`src/sv/cwag_pkg.sv`:
```
`default_nettype none
// ----------------------------------------------------------------------------
// cwag_pkg
// Shared widths, register indexes and controller/datapath types for the
// 3D convolution window address generator.
// ----------------------------------------------------------------------------
package cwag_pkg;

    localparam int MAX_DIM_DEF = 256;

    localparam int COORD_W    = 8;
    localparam int SIZE_W     = 9;
    localparam int STRIDE_W   = 5;
    localparam int HALF_W     = 3;
    localparam int IDX_W      = 24;
    localparam int POS_W      = 5;
    localparam int CFG_IDX_W  = 3;
    localparam int CFG_DATA_W = 9;

    // coord * stride
    localparam int PROD_W = COORD_W + STRIDE_W;
    // size_x * size_y
    localparam int SXY_W  = 2 * SIZE_W;

    localparam logic [CFG_IDX_W-1:0] REG_SIZE_X   = 3'd0;
    localparam logic [CFG_IDX_W-1:0] REG_SIZE_Y   = 3'd1;
    localparam logic [CFG_IDX_W-1:0] REG_SIZE_Z   = 3'd2;
    localparam logic [CFG_IDX_W-1:0] REG_HALF     = 3'd3;
    localparam logic [CFG_IDX_W-1:0] REG_STRIDE_X = 3'd4;
    localparam logic [CFG_IDX_W-1:0] REG_STRIDE_Y = 3'd5;
    localparam logic [CFG_IDX_W-1:0] REG_STRIDE_Z = 3'd6;

    typedef struct packed {
        logic load;  // capture coordinates
        logic prod;  // coord * stride per axis
        logic chk;   // bounds check, row offset, plane size
        logic pln;   // plane offset
        logic base;  // first index of window
        logic emit;  // send current word, advance walk
        logic err;   // send error word
    } t_dp_cmd;

    typedef struct packed {
        logic fits;
        logic last;
    } t_dp_sts;

endpackage
`default_nettype wire

```
`src/sv/cwag_ifs.sv`:
```
`default_nettype none
// ----------------------------------------------------------------------------
// cwag channel interfaces
// Valid/ready channels for coordinates in, window words out, and
// register writes.
// ----------------------------------------------------------------------------
interface cwag_in_if;
    logic                         valid;
    logic                         ready;
    logic [cwag_pkg::COORD_W-1:0] out_x;
    logic [cwag_pkg::COORD_W-1:0] out_y;
    logic [cwag_pkg::COORD_W-1:0] out_z;

    modport source (output valid, output out_x, output out_y, output out_z, input ready);
    modport sink   (input valid, input out_x, input out_y, input out_z, output ready);
endinterface

interface cwag_out_if;
    logic                       valid;
    logic                       ready;
    logic [cwag_pkg::IDX_W-1:0] input_index;
    logic [cwag_pkg::POS_W-1:0] kernel_pos;
    logic                       last;
    logic                       out_of_range;

    modport source (output valid, output input_index, output kernel_pos, output last,
                    output out_of_range, input ready);
    modport sink   (input valid, input input_index, input kernel_pos, input last,
                    input out_of_range, output ready);
endinterface

interface cwag_cfg_if;
    logic                            valid;
    logic                            ready;
    logic [cwag_pkg::CFG_IDX_W-1:0]  reg_index;
    logic [cwag_pkg::CFG_DATA_W-1:0] data;

    modport source (output valid, output reg_index, output data, input ready);
    modport sink   (input valid, input reg_index, input data, output ready);
endinterface
`default_nettype wire

```
`src/sv/cwag_ctrl.sv`:
```
`default_nettype none
// ----------------------------------------------------------------------------
// cwag_ctrl
// Sequencer: setup steps for one voxel, then the result walk, and the
// output valid flag.
// ----------------------------------------------------------------------------
module cwag_ctrl (
    input  wire logic              i_clk,
    input  wire logic              i_rst_n,
    input  wire logic              i_in_valid,
    output logic                   o_in_ready,
    input  wire logic              i_out_ready,
    output logic                   o_out_valid,
    input  wire cwag_pkg::t_dp_sts i_sts,
    output cwag_pkg::t_dp_cmd      o_cmd
);

    typedef enum logic [2:0] {
        S_IDLE,
        S_PROD,
        S_CHK,
        S_PLN,
        S_BASE,
        S_EMIT,
        S_ERR
    } t_state;

    t_state r_state, n_state;
    logic   r_out_valid, n_out_valid;
    logic   w_free;

    // output slot free when empty or being taken this cycle
    assign w_free = !r_out_valid || i_out_ready;

    always_comb begin
        o_cmd       = '0;
        n_state     = r_state;
        n_out_valid = r_out_valid && !i_out_ready;
        unique case (r_state)
            S_IDLE: begin
                if (i_in_valid) begin
                    o_cmd.load = 1'b1;
                    n_state    = S_PROD;
                end
            end
            S_PROD: begin
                o_cmd.prod = 1'b1;
                n_state    = S_CHK;
            end
            S_CHK: begin
                o_cmd.chk = 1'b1;
                n_state   = S_PLN;
            end
            S_PLN: begin
                o_cmd.pln = 1'b1;
                n_state   = i_sts.fits ? S_BASE : S_ERR;
            end
            S_BASE: begin
                o_cmd.base = 1'b1;
                n_state    = S_EMIT;
            end
            S_EMIT: begin
                if (w_free) begin
                    o_cmd.emit  = 1'b1;
                    n_out_valid = 1'b1;
                    if (i_sts.last) begin
                        n_state = S_IDLE;
                    end
                end
            end
            S_ERR: begin
                if (w_free) begin
                    o_cmd.err   = 1'b1;
                    n_out_valid = 1'b1;
                    n_state     = S_IDLE;
                end
            end
            default: begin
                n_state = S_IDLE;
            end
        endcase
    end

    always_ff @(posedge i_clk) begin
        if (!i_rst_n) begin
            r_state     <= S_IDLE;
            r_out_valid <= 1'b0;
        end else begin
            r_state     <= n_state;
            r_out_valid <= n_out_valid;
        end
    end

    assign o_in_ready  = (r_state == S_IDLE);
    assign o_out_valid = r_out_valid;

endmodule
`default_nettype wire

```
`src/sv/cwag_datapath.sv`:
```
`default_nettype none
// ----------------------------------------------------------------------------
// cwag_datapath
// Config registers, window base arithmetic, window walk counters and the
// output word register.
// ----------------------------------------------------------------------------
module cwag_datapath #(
    parameter int MAX_DIM = cwag_pkg::MAX_DIM_DEF
) (
    input  wire logic                            i_clk,
    input  wire logic                            i_rst_n,
    input  wire logic                            i_cfg_valid,
    input  wire logic [cwag_pkg::CFG_IDX_W-1:0]  i_cfg_index,
    input  wire logic [cwag_pkg::CFG_DATA_W-1:0] i_cfg_data,
    input  wire logic [cwag_pkg::COORD_W-1:0]    i_out_x,
    input  wire logic [cwag_pkg::COORD_W-1:0]    i_out_y,
    input  wire logic [cwag_pkg::COORD_W-1:0]    i_out_z,
    input  wire cwag_pkg::t_dp_cmd               i_cmd,
    output cwag_pkg::t_dp_sts                    o_sts,
    output logic [cwag_pkg::IDX_W-1:0]           o_input_index,
    output logic [cwag_pkg::POS_W-1:0]           o_kernel_pos,
    output logic                                 o_last,
    output logic                                 o_out_of_range
);

    localparam int PROD_W = cwag_pkg::PROD_W;
    localparam int SIZE_W = cwag_pkg::SIZE_W;
    localparam int SXY_W  = cwag_pkg::SXY_W;
    localparam int IDX_W  = cwag_pkg::IDX_W;
    localparam int POS_W  = cwag_pkg::POS_W;
    localparam int ROW_W  = PROD_W + SIZE_W;
    localparam int PL_W   = PROD_W + SXY_W;

    logic [SIZE_W-1:0]             r_size_x, r_size_y, r_size_z;
    logic [cwag_pkg::HALF_W-1:0]   r_half;
    logic [cwag_pkg::STRIDE_W-1:0] r_stride_x, r_stride_y, r_stride_z;

    logic [cwag_pkg::COORD_W-1:0]  r_ox, r_oy, r_oz;
    logic [PROD_W-1:0]             r_prod_x, r_prod_y, r_prod_z;
    logic [SXY_W-1:0]              r_sxy;
    logic [ROW_W-1:0]              r_rowoff;
    logic [IDX_W-1:0]              r_planeoff;
    logic                          r_fits;

    logic [IDX_W-1:0]              r_plane, r_row, r_idx;
    logic [1:0]                    r_dx, r_dy, r_dz;
    logic [POS_W-1:0]              r_pos;

    logic [IDX_W-1:0]              r_o_index;
    logic [POS_W-1:0]              r_o_pos;
    logic                          r_o_last, r_o_oor;

    logic             w_hx, w_hy, w_hz;
    logic [1:0]       w_ex, w_ey, w_ez;
    logic [PROD_W:0]  w_end_x, w_end_y, w_end_z;
    logic             w_fit_x, w_fit_y, w_fit_z;
    logic [PL_W-1:0]  w_plane_full;
    logic [IDX_W-1:0] w_sx, w_sxy, w_next_row, w_next_plane;
    logic             w_last;

    assign w_hx = r_half[0];
    assign w_hy = r_half[1];
    assign w_hz = r_half[2];
    assign w_ex = {w_hx, 1'b0};
    assign w_ey = {w_hy, 1'b0};
    assign w_ez = {w_hz, 1'b0};

    // window end = coord*stride + 2*half, must stay below the size
    assign w_end_x = {1'b0, r_prod_x} + (PROD_W+1)'(w_ex);
    assign w_end_y = {1'b0, r_prod_y} + (PROD_W+1)'(w_ey);
    assign w_end_z = {1'b0, r_prod_z} + (PROD_W+1)'(w_ez);

    assign w_fit_x = (r_size_x != '0) && (32'(r_size_x) <= 32'(MAX_DIM))
                     && (w_end_x < (PROD_W+1)'(r_size_x));
    assign w_fit_y = (r_size_y != '0) && (32'(r_size_y) <= 32'(MAX_DIM))
                     && (w_end_y < (PROD_W+1)'(r_size_y));
    assign w_fit_z = (r_size_z != '0) && (32'(r_size_z) <= 32'(MAX_DIM))
                     && (w_end_z < (PROD_W+1)'(r_size_z));

    assign w_plane_full = PL_W'(r_prod_z) * PL_W'(r_sxy);

    assign w_sx         = IDX_W'(r_size_x);
    assign w_sxy        = IDX_W'(r_sxy);
    assign w_next_row   = r_row + w_sx;
    assign w_next_plane = r_plane + w_sxy;
    assign w_last       = (r_dx == w_ex) && (r_dy == w_ey) && (r_dz == w_ez);

    always_ff @(posedge i_clk) begin
        if (!i_rst_n) begin
            r_size_x   <= SIZE_W'(1);
            r_size_y   <= SIZE_W'(1);
            r_size_z   <= SIZE_W'(1);
            r_half     <= '0;
            r_stride_x <= cwag_pkg::STRIDE_W'(1);
            r_stride_y <= cwag_pkg::STRIDE_W'(1);
            r_stride_z <= cwag_pkg::STRIDE_W'(1);
        end else if (i_cfg_valid) begin
            unique case (i_cfg_index)
                cwag_pkg::REG_SIZE_X:   r_size_x   <= i_cfg_data;
                cwag_pkg::REG_SIZE_Y:   r_size_y   <= i_cfg_data;
                cwag_pkg::REG_SIZE_Z:   r_size_z   <= i_cfg_data;
                cwag_pkg::REG_HALF:     r_half     <= i_cfg_data[cwag_pkg::HALF_W-1:0];
                cwag_pkg::REG_STRIDE_X: r_stride_x <= i_cfg_data[cwag_pkg::STRIDE_W-1:0];
                cwag_pkg::REG_STRIDE_Y: r_stride_y <= i_cfg_data[cwag_pkg::STRIDE_W-1:0];
                cwag_pkg::REG_STRIDE_Z: r_stride_z <= i_cfg_data[cwag_pkg::STRIDE_W-1:0];
                default: begin
                end
            endcase
        end
    end

    always_ff @(posedge i_clk) begin
        if (i_cmd.load) begin
            r_ox <= i_out_x;
            r_oy <= i_out_y;
            r_oz <= i_out_z;
        end
        if (i_cmd.prod) begin
            r_prod_x <= PROD_W'(r_ox) * PROD_W'(r_stride_x);
            r_prod_y <= PROD_W'(r_oy) * PROD_W'(r_stride_y);
            r_prod_z <= PROD_W'(r_oz) * PROD_W'(r_stride_z);
        end
        if (i_cmd.chk) begin
            r_fits   <= w_fit_x && w_fit_y && w_fit_z;
            r_rowoff <= ROW_W'(r_prod_y) * ROW_W'(r_size_x);
            r_sxy    <= SXY_W'(r_size_x) * SXY_W'(r_size_y);
        end
        if (i_cmd.pln) begin
            r_planeoff <= w_plane_full[IDX_W-1:0];
        end
        if (i_cmd.base) begin
            r_plane <= r_planeoff + IDX_W'(r_rowoff) + IDX_W'(r_prod_x);
            r_row   <= r_planeoff + IDX_W'(r_rowoff) + IDX_W'(r_prod_x);
            r_idx   <= r_planeoff + IDX_W'(r_rowoff) + IDX_W'(r_prod_x);
            r_dx    <= '0;
            r_dy    <= '0;
            r_dz    <= '0;
            r_pos   <= '0;
        end
        if (i_cmd.emit) begin
            r_o_index <= r_idx;
            r_o_pos   <= r_pos;
            r_o_last  <= w_last;
            r_o_oor   <= 1'b0;
            r_pos     <= r_pos + POS_W'(1);
            // x innermost, then y, then z
            if (r_dx != w_ex) begin
                r_dx  <= r_dx + 2'd1;
                r_idx <= r_idx + IDX_W'(1);
            end else if (r_dy != w_ey) begin
                r_dx  <= '0;
                r_dy  <= r_dy + 2'd1;
                r_row <= w_next_row;
                r_idx <= w_next_row;
            end else begin
                r_dx    <= '0;
                r_dy    <= '0;
                r_dz    <= r_dz + 2'd1;
                r_plane <= w_next_plane;
                r_row   <= w_next_plane;
                r_idx   <= w_next_plane;
            end
        end
        if (i_cmd.err) begin
            r_o_index <= '0;
            r_o_pos   <= '0;
            r_o_last  <= 1'b1;
            r_o_oor   <= 1'b1;
        end
    end

    assign o_sts.fits     = r_fits;
    assign o_sts.last     = w_last;
    assign o_input_index  = r_o_index;
    assign o_kernel_pos   = r_o_pos;
    assign o_last         = r_o_last;
    assign o_out_of_range = r_o_oor;

endmodule
`default_nettype wire

```
`src/sv/conv3d_window_address_gen_unit.sv`:
```
`default_nettype none
// ----------------------------------------------------------------------------
// conv3d_window_address_gen_unit
// Strided 3D convolution window address generator: one output voxel in,
// the linear input index of every window voxel out.
// ----------------------------------------------------------------------------
//  channel    dir  modport  words
//  i_cfg_ch   in   sink     reg_index (0..6), data; always ready
//  i_in_ch    in   sink     out_x, out_y, out_z; one per voxel
//  o_out_ch   out  source   input_index, kernel_pos, last, out_of_range
//
//  Per voxel: setup steps (products, bounds check, plane offset, base), then
//  one word per cycle while the sink is ready, 1, 3, 9 or 27 words; next
//  voxel taken after the last word is loaded.
//  Out-of-range window: setup steps (products, bounds check, plane offset),
//  then one error word.
//  Reset is synchronous; registers return to sizes 1, half 0, strides 1.
//  Output is registered; a stalled sink holds the walk at its current word.
// ----------------------------------------------------------------------------
module conv3d_window_address_gen_unit #(
    parameter int MAX_DIM = cwag_pkg::MAX_DIM_DEF
) (
    input wire logic   i_clk,
    input wire logic   i_rst_n,
    cwag_cfg_if.sink   i_cfg_ch,
    cwag_in_if.sink    i_in_ch,
    cwag_out_if.source o_out_ch
);

    cwag_pkg::t_dp_cmd w_cmd;
    cwag_pkg::t_dp_sts w_sts;

    assign i_cfg_ch.ready = 1'b1;

    cwag_ctrl u_ctrl (
        .i_clk       (i_clk),
        .i_rst_n     (i_rst_n),
        .i_in_valid  (i_in_ch.valid),
        .o_in_ready  (i_in_ch.ready),
        .i_out_ready (o_out_ch.ready),
        .o_out_valid (o_out_ch.valid),
        .i_sts       (w_sts),
        .o_cmd       (w_cmd)
    );

    cwag_datapath #(
        .MAX_DIM (MAX_DIM)
    ) u_datapath (
        .i_clk          (i_clk),
        .i_rst_n        (i_rst_n),
        .i_cfg_valid    (i_cfg_ch.valid),
        .i_cfg_index    (i_cfg_ch.reg_index),
        .i_cfg_data     (i_cfg_ch.data),
        .i_out_x        (i_in_ch.out_x),
        .i_out_y        (i_in_ch.out_y),
        .i_out_z        (i_in_ch.out_z),
        .i_cmd          (w_cmd),
        .o_sts          (w_sts),
        .o_input_index  (o_out_ch.input_index),
        .o_kernel_pos   (o_out_ch.kernel_pos),
        .o_last         (o_out_ch.last),
        .o_out_of_range (o_out_ch.out_of_range)
    );

endmodule
`default_nettype wire

```
`src/flat_wrapper.sv`:
```
// flat-port wrapper written by rule: the top's interface ports become plain ports
module conv3d_window_address_gen_unit_flat 
#(
    parameter int MAX_DIM = cwag_pkg::MAX_DIM_DEF
)
  (i_clk, i_rst_n, i_cfg_ch_valid, i_cfg_ch_reg_index, i_cfg_ch_data, i_cfg_ch_ready, i_in_ch_valid, i_in_ch_out_x, i_in_ch_out_y, i_in_ch_out_z, i_in_ch_ready, o_out_ch_valid, o_out_ch_input_index, o_out_ch_kernel_pos, o_out_ch_last, o_out_ch_out_of_range, o_out_ch_ready);
  cwag_cfg_if i_cfg_ch_i ();
  cwag_in_if i_in_ch_i ();
  cwag_out_if o_out_ch_i ();
  input wire logic i_clk;
  input wire logic i_rst_n;
  input wire logic [$bits(i_cfg_ch_i.valid)-1:0] i_cfg_ch_valid;
  input wire logic [$bits(i_cfg_ch_i.reg_index)-1:0] i_cfg_ch_reg_index;
  input wire logic [$bits(i_cfg_ch_i.data)-1:0] i_cfg_ch_data;
  output wire logic [$bits(i_cfg_ch_i.ready)-1:0] i_cfg_ch_ready;
  input wire logic [$bits(i_in_ch_i.valid)-1:0] i_in_ch_valid;
  input wire logic [$bits(i_in_ch_i.out_x)-1:0] i_in_ch_out_x;
  input wire logic [$bits(i_in_ch_i.out_y)-1:0] i_in_ch_out_y;
  input wire logic [$bits(i_in_ch_i.out_z)-1:0] i_in_ch_out_z;
  output wire logic [$bits(i_in_ch_i.ready)-1:0] i_in_ch_ready;
  output wire logic [$bits(o_out_ch_i.valid)-1:0] o_out_ch_valid;
  output wire logic [$bits(o_out_ch_i.input_index)-1:0] o_out_ch_input_index;
  output wire logic [$bits(o_out_ch_i.kernel_pos)-1:0] o_out_ch_kernel_pos;
  output wire logic [$bits(o_out_ch_i.last)-1:0] o_out_ch_last;
  output wire logic [$bits(o_out_ch_i.out_of_range)-1:0] o_out_ch_out_of_range;
  input wire logic [$bits(o_out_ch_i.ready)-1:0] o_out_ch_ready;
  assign i_cfg_ch_i.valid = i_cfg_ch_valid;
  assign i_cfg_ch_i.reg_index = i_cfg_ch_reg_index;
  assign i_cfg_ch_i.data = i_cfg_ch_data;
  assign i_cfg_ch_ready = i_cfg_ch_i.ready;
  assign i_in_ch_i.valid = i_in_ch_valid;
  assign i_in_ch_i.out_x = i_in_ch_out_x;
  assign i_in_ch_i.out_y = i_in_ch_out_y;
  assign i_in_ch_i.out_z = i_in_ch_out_z;
  assign i_in_ch_ready = i_in_ch_i.ready;
  assign o_out_ch_valid = o_out_ch_i.valid;
  assign o_out_ch_input_index = o_out_ch_i.input_index;
  assign o_out_ch_kernel_pos = o_out_ch_i.kernel_pos;
  assign o_out_ch_last = o_out_ch_i.last;
  assign o_out_ch_out_of_range = o_out_ch_i.out_of_range;
  assign o_out_ch_i.ready = o_out_ch_ready;
  conv3d_window_address_gen_unit #(.MAX_DIM(MAX_DIM)) u_core (.i_clk(i_clk), .i_rst_n(i_rst_n), .i_cfg_ch(i_cfg_ch_i), .i_in_ch(i_in_ch_i), .o_out_ch(o_out_ch_i));
endmodule
```
`config.mk`:
```
export PLATFORM = sky130hd
export DESIGN_NAME = conv3d_window_address_gen_unit_flat
export DESIGN_NICKNAME = d
export VERILOG_FILES = /design/src/sv/cwag_pkg.sv /design/src/sv/cwag_ifs.sv /design/src/sv/cwag_ctrl.sv /design/src/sv/cwag_datapath.sv /design/src/sv/conv3d_window_address_gen_unit.sv /design/src/flat_wrapper.sv
export SDC_FILE = /design/constraint.sdc
export NUM_CORES = 2
export LEC_CHECK = 0
export BUFFER_PORTS_ARGS = -buffer_cell sky130_fd_sc_hd__buf_2
export CAP_MARGIN = 20
export CORE_MARGIN = 2
export CORE_UTILIZATION = 35
export CTS_BUF_LIST = sky130_fd_sc_hd__clkbuf_16
export DETAILED_ROUTE_END_ITERATION = 10
export MAX_ROUTING_LAYER = met4
export PLACE_DENSITY = 0.56
export SLEW_MARGIN = 20
export SYNTH_ARGS = -nofsm -noshare
export SYNTH_HDL_FRONTEND = slang
export SYNTH_SLANG_ARGS = --single-unit
```
`constraint.sdc`:
```
create_clock -name i_clk -period 11.2 [get_ports i_clk]
set_input_delay 2.8 -clock i_clk [delete_from_list [all_inputs] [get_ports i_clk]]
set_output_delay 2.8 -clock i_clk [all_outputs]
set_load 0.005 [all_outputs]
```
==> impl_metrics.ini <==
[status]
status = complete, no violations

[timing]
worst_slew_pin_slew_ns = 1.02
final-setup-viol-count = 0
hold_viol = 0
drv_slew = 0
max_freq_mhz = 164
finalCritPeriodShare_pct = 54.3
post-route-min-period_ns = 6.08
max_slew_margin_pct = 31.6
tns_ns = 0
rsz0062_at_grt = false
clock_skew_ns = 0.0187
worst_slack_ns = 5.12

[global_routing]
antenna_found_initial = 1
grt_pass1_vias = 22709
grt_overflow = 0
grt.total_usage_pct = 18.7
grt_pass1_wl_um = 130000
grt_max_degree = 54

[layout]
antenna_cells = 0
final_common_cell = inv_1
fin_nets = 4075
syn_to_final_growth_pct = 8.67
fin_cells = 4590
drive_above_1_share_pct = 5.84
nFillCells = 9092
final_cell_mix = inv_1 (498), nand2_1 (490), fa_1 (355)

[synth]
synth_area_mm2 = 0.0310
ys_ff_latch = 291
synth_async_sr_flop_share_pct = 0
synth-edff-count = 159
postSynthAreaPerCell_um2 = 9.14
synth-main-ff-cell = edfxtp_1
synth_nets = 4071
yosysSeqAreaShare_pct = 23.9
synth_cell_types = 87
yosys_warnings = 0
synthCells = 3391

[power]
power_density_mw_per_mm2 = 312
p_total_w = 0.0105
p_leak_nw = 15.5
ir_drop_uv = 445

[worst_hold_path]
whs_path_depth = 2
hold_class = reg2reg
hold_end = u_core.u_datapath.o_input_index[0]
min_from = u_core.u_datapath.o_input_index[0]

[route]
drtIter0Drc = 1435
vias_per_cell = 4.99
wire_per_inst_um = 17.7
drc = 0
first_pass_iters = 6
vias = 22895
top_layer_used = met4
met1Wirelength_um = 39000
wl_um = 81200
ant_nets = 0
wl_met2_um = 36400
wl_met3_um = 3770

[job]
drv_cap = 0

[clock_tree]
cts_tree = built
cts.repair.resized = 0
cts_buffer_depth = 3
post-cts-setup-buffer-count = 0
clk_pin_slew_ns = 0.06
cts-root-buf = clkbuf_16
cts_hold_buf = 0
clkSinkCount = 291
numCtsBuffers = 38
clkLatencyLatePin_ns = 0.57
htreeDepth = 2

[floorplan]
io-pin-count = 75
initial_utilization_pct = 35.2
coreArea_mm2 = 0.0881
dieWidth_um = 302
core.rowCount = 109
die_y_um = 302
die_area_mm2 = 0.0910

[worst_setup_path]
worstRegToRegCells = 19
critPathKind = reg2reg
rr_endpoint = u_core.u_datapath.r_planeoff[23]
cp-end-kind = flip-flop
rrSetupSlack_ns = 5.12
critPathRequiredTime_ns = 11.49
cp.arrival_ns = 6.36
startpoint_type = flip-flop
critPathMaxFanout = 23
regToRegStartpoint = u_core.u_datapath.r_prod_z[2]

[placed_design]
io_buffers = 73
dpl_worst_slack_ns = 5.14
routabilityCongestion = 0.914
hpwl_um = 64400
dp_cells = 4520
==> worst max path at each step <==
stage | startpoint | to | slack [ns]
finish | u_core.u_datapath.r_prod_z[2] | u_core.u_datapath.r_planeoff[23] | 5.12
global route | u_core.u_datapath.r_prod_z[4] | u_core.u_datapath.r_planeoff[23] | 4.74
CTS | u_core.u_datapath.r_prod_z[2] | u_core.u_datapath.r_planeoff[23] | 5.12
detailed placement | u_core.u_datapath.r_prod_z[2] | u_core.u_datapath.r_planeoff[23] | 5.14
global placement | u_core.u_datapath.r_prod_z[2] | u_core.u_datapath.r_planeoff[23] | 5.25
floorplan | u_core.u_datapath.r_prod_z[4] | u_core.u_datapath.r_planeoff[23] | 5.54
==> worst max-delay path, cell delays in order (launching register included) <==
cell	delay, ns
edfxtp_1	0.69
and2_1	0.29
fa_1	0.50
inv_1	0.05
fa_1	0.47
inv_1	0.05
fa_1	0.50
fa_1	0.55
inv_1	0.05
fa_1	0.47
inv_1	0.04
ha_1	0.31
and2_1	0.21
a221o_1	0.40
nor3_1	0.20
a21oi_1	0.14
o41ai_2	0.42
o2111ai_1	0.18
a21oi_1	0.20
xnor2_1	0.08
==> stage by stage <==
step	instance area (um2)	util (%)	hold WS, ns
floorplan	31000	-	0.436
global route	33700	38.2	0.471
CTS	33700	38.2	0.454
global placement	32500	36.9	0.433
finish	33700	38.2	0.450
detailed placement	32500	36.9	0.440
==> power breakdown <==
part	internal, W	switching, W	total, W
Combinational	0.00303	0.00414	0.00717
Clock	0.000658	0.000495	0.00115
Sequential	0.00180	0.000396	0.00220
==> synth_stat cells, drive strengths merged (7+ instances only) <==
master  instances  area (um2)
a22oi          10        75.1
xnor2         130        1140
and2          263        1650
mux2i          22         220
o21bai         21         158
nor2b          11        68.8
fa            355        7110
ha            284        3550
a211o           9        80.1
nand2b         14        87.6
a21o           47         354
xor2           64         561
clkbuf        127         487
a31o            8        70.1
a21oi         191         956
nor3           33         165
nand4          15        93.8
nor2          147         554
o221ai          7        61.3
buf            10        50.1
nor4           13        81.3
nand2         490        1840
a31oi          15        93.8
o211ai         19         148
or2             9        56.3
o22ai           8        56.3
dfxtp         132        2640
o21a           18         135
a211oi         24         180
and3           20         129
edfxtp        159        4770
nand3          58         290
a221oi          8        76.3
inv           487        1830
o21ai          78         409
==> cell families after synthesis <==
logic type,Yosys count,synth area share (%)
AO/OA/AOI/OAI,513,10.8
XOR/XNOR,194,5.48
adder cells (fa/ha/maj),639,34.4
buffers and inverters,626,7.65
flip-flops,291,23.9
multiplexers,23,0.747
other,1,0.0121
AND/OR/NAND/NOR,1104,17.0
==> state kept, by name, indices dropped and copies added (netlist names), 18 cells and up <==
name                             count
u_core.u_datapath.r_sxy             18
u_core.u_datapath.r_planeoff        24
u_core.u_datapath.r_idx             24
u_core.u_datapath.o_input_index     24
u_core.u_datapath.r_rowoff          22
u_core.u_datapath.r_plane           24
u_core.u_datapath.r_row             24
==> final cells by class <==
cell class | instances | area [um2] | area share (%)
clock buffer | 39 | 976 | 2.90
timing repair buffer | 101 | 576 | 1.71
sequential | 291 | 7420 | 22.0
clock inverter | 31 | 189 | 0.561
tap | 1165 | 1460 | 4.33
inverter | 489 | 1840 | 5.45
multi-input combinational | 2474 | 21200 | 63.0
==> layer usage <==
metal  up-vias  track usage [%]
met5         -                -
met4         0             4.73
met3       101             2.05
met2       525             28.9
met1     11195             26.3
li1      11074                -
Note: power is estimated with default switching activity, not from simulation.
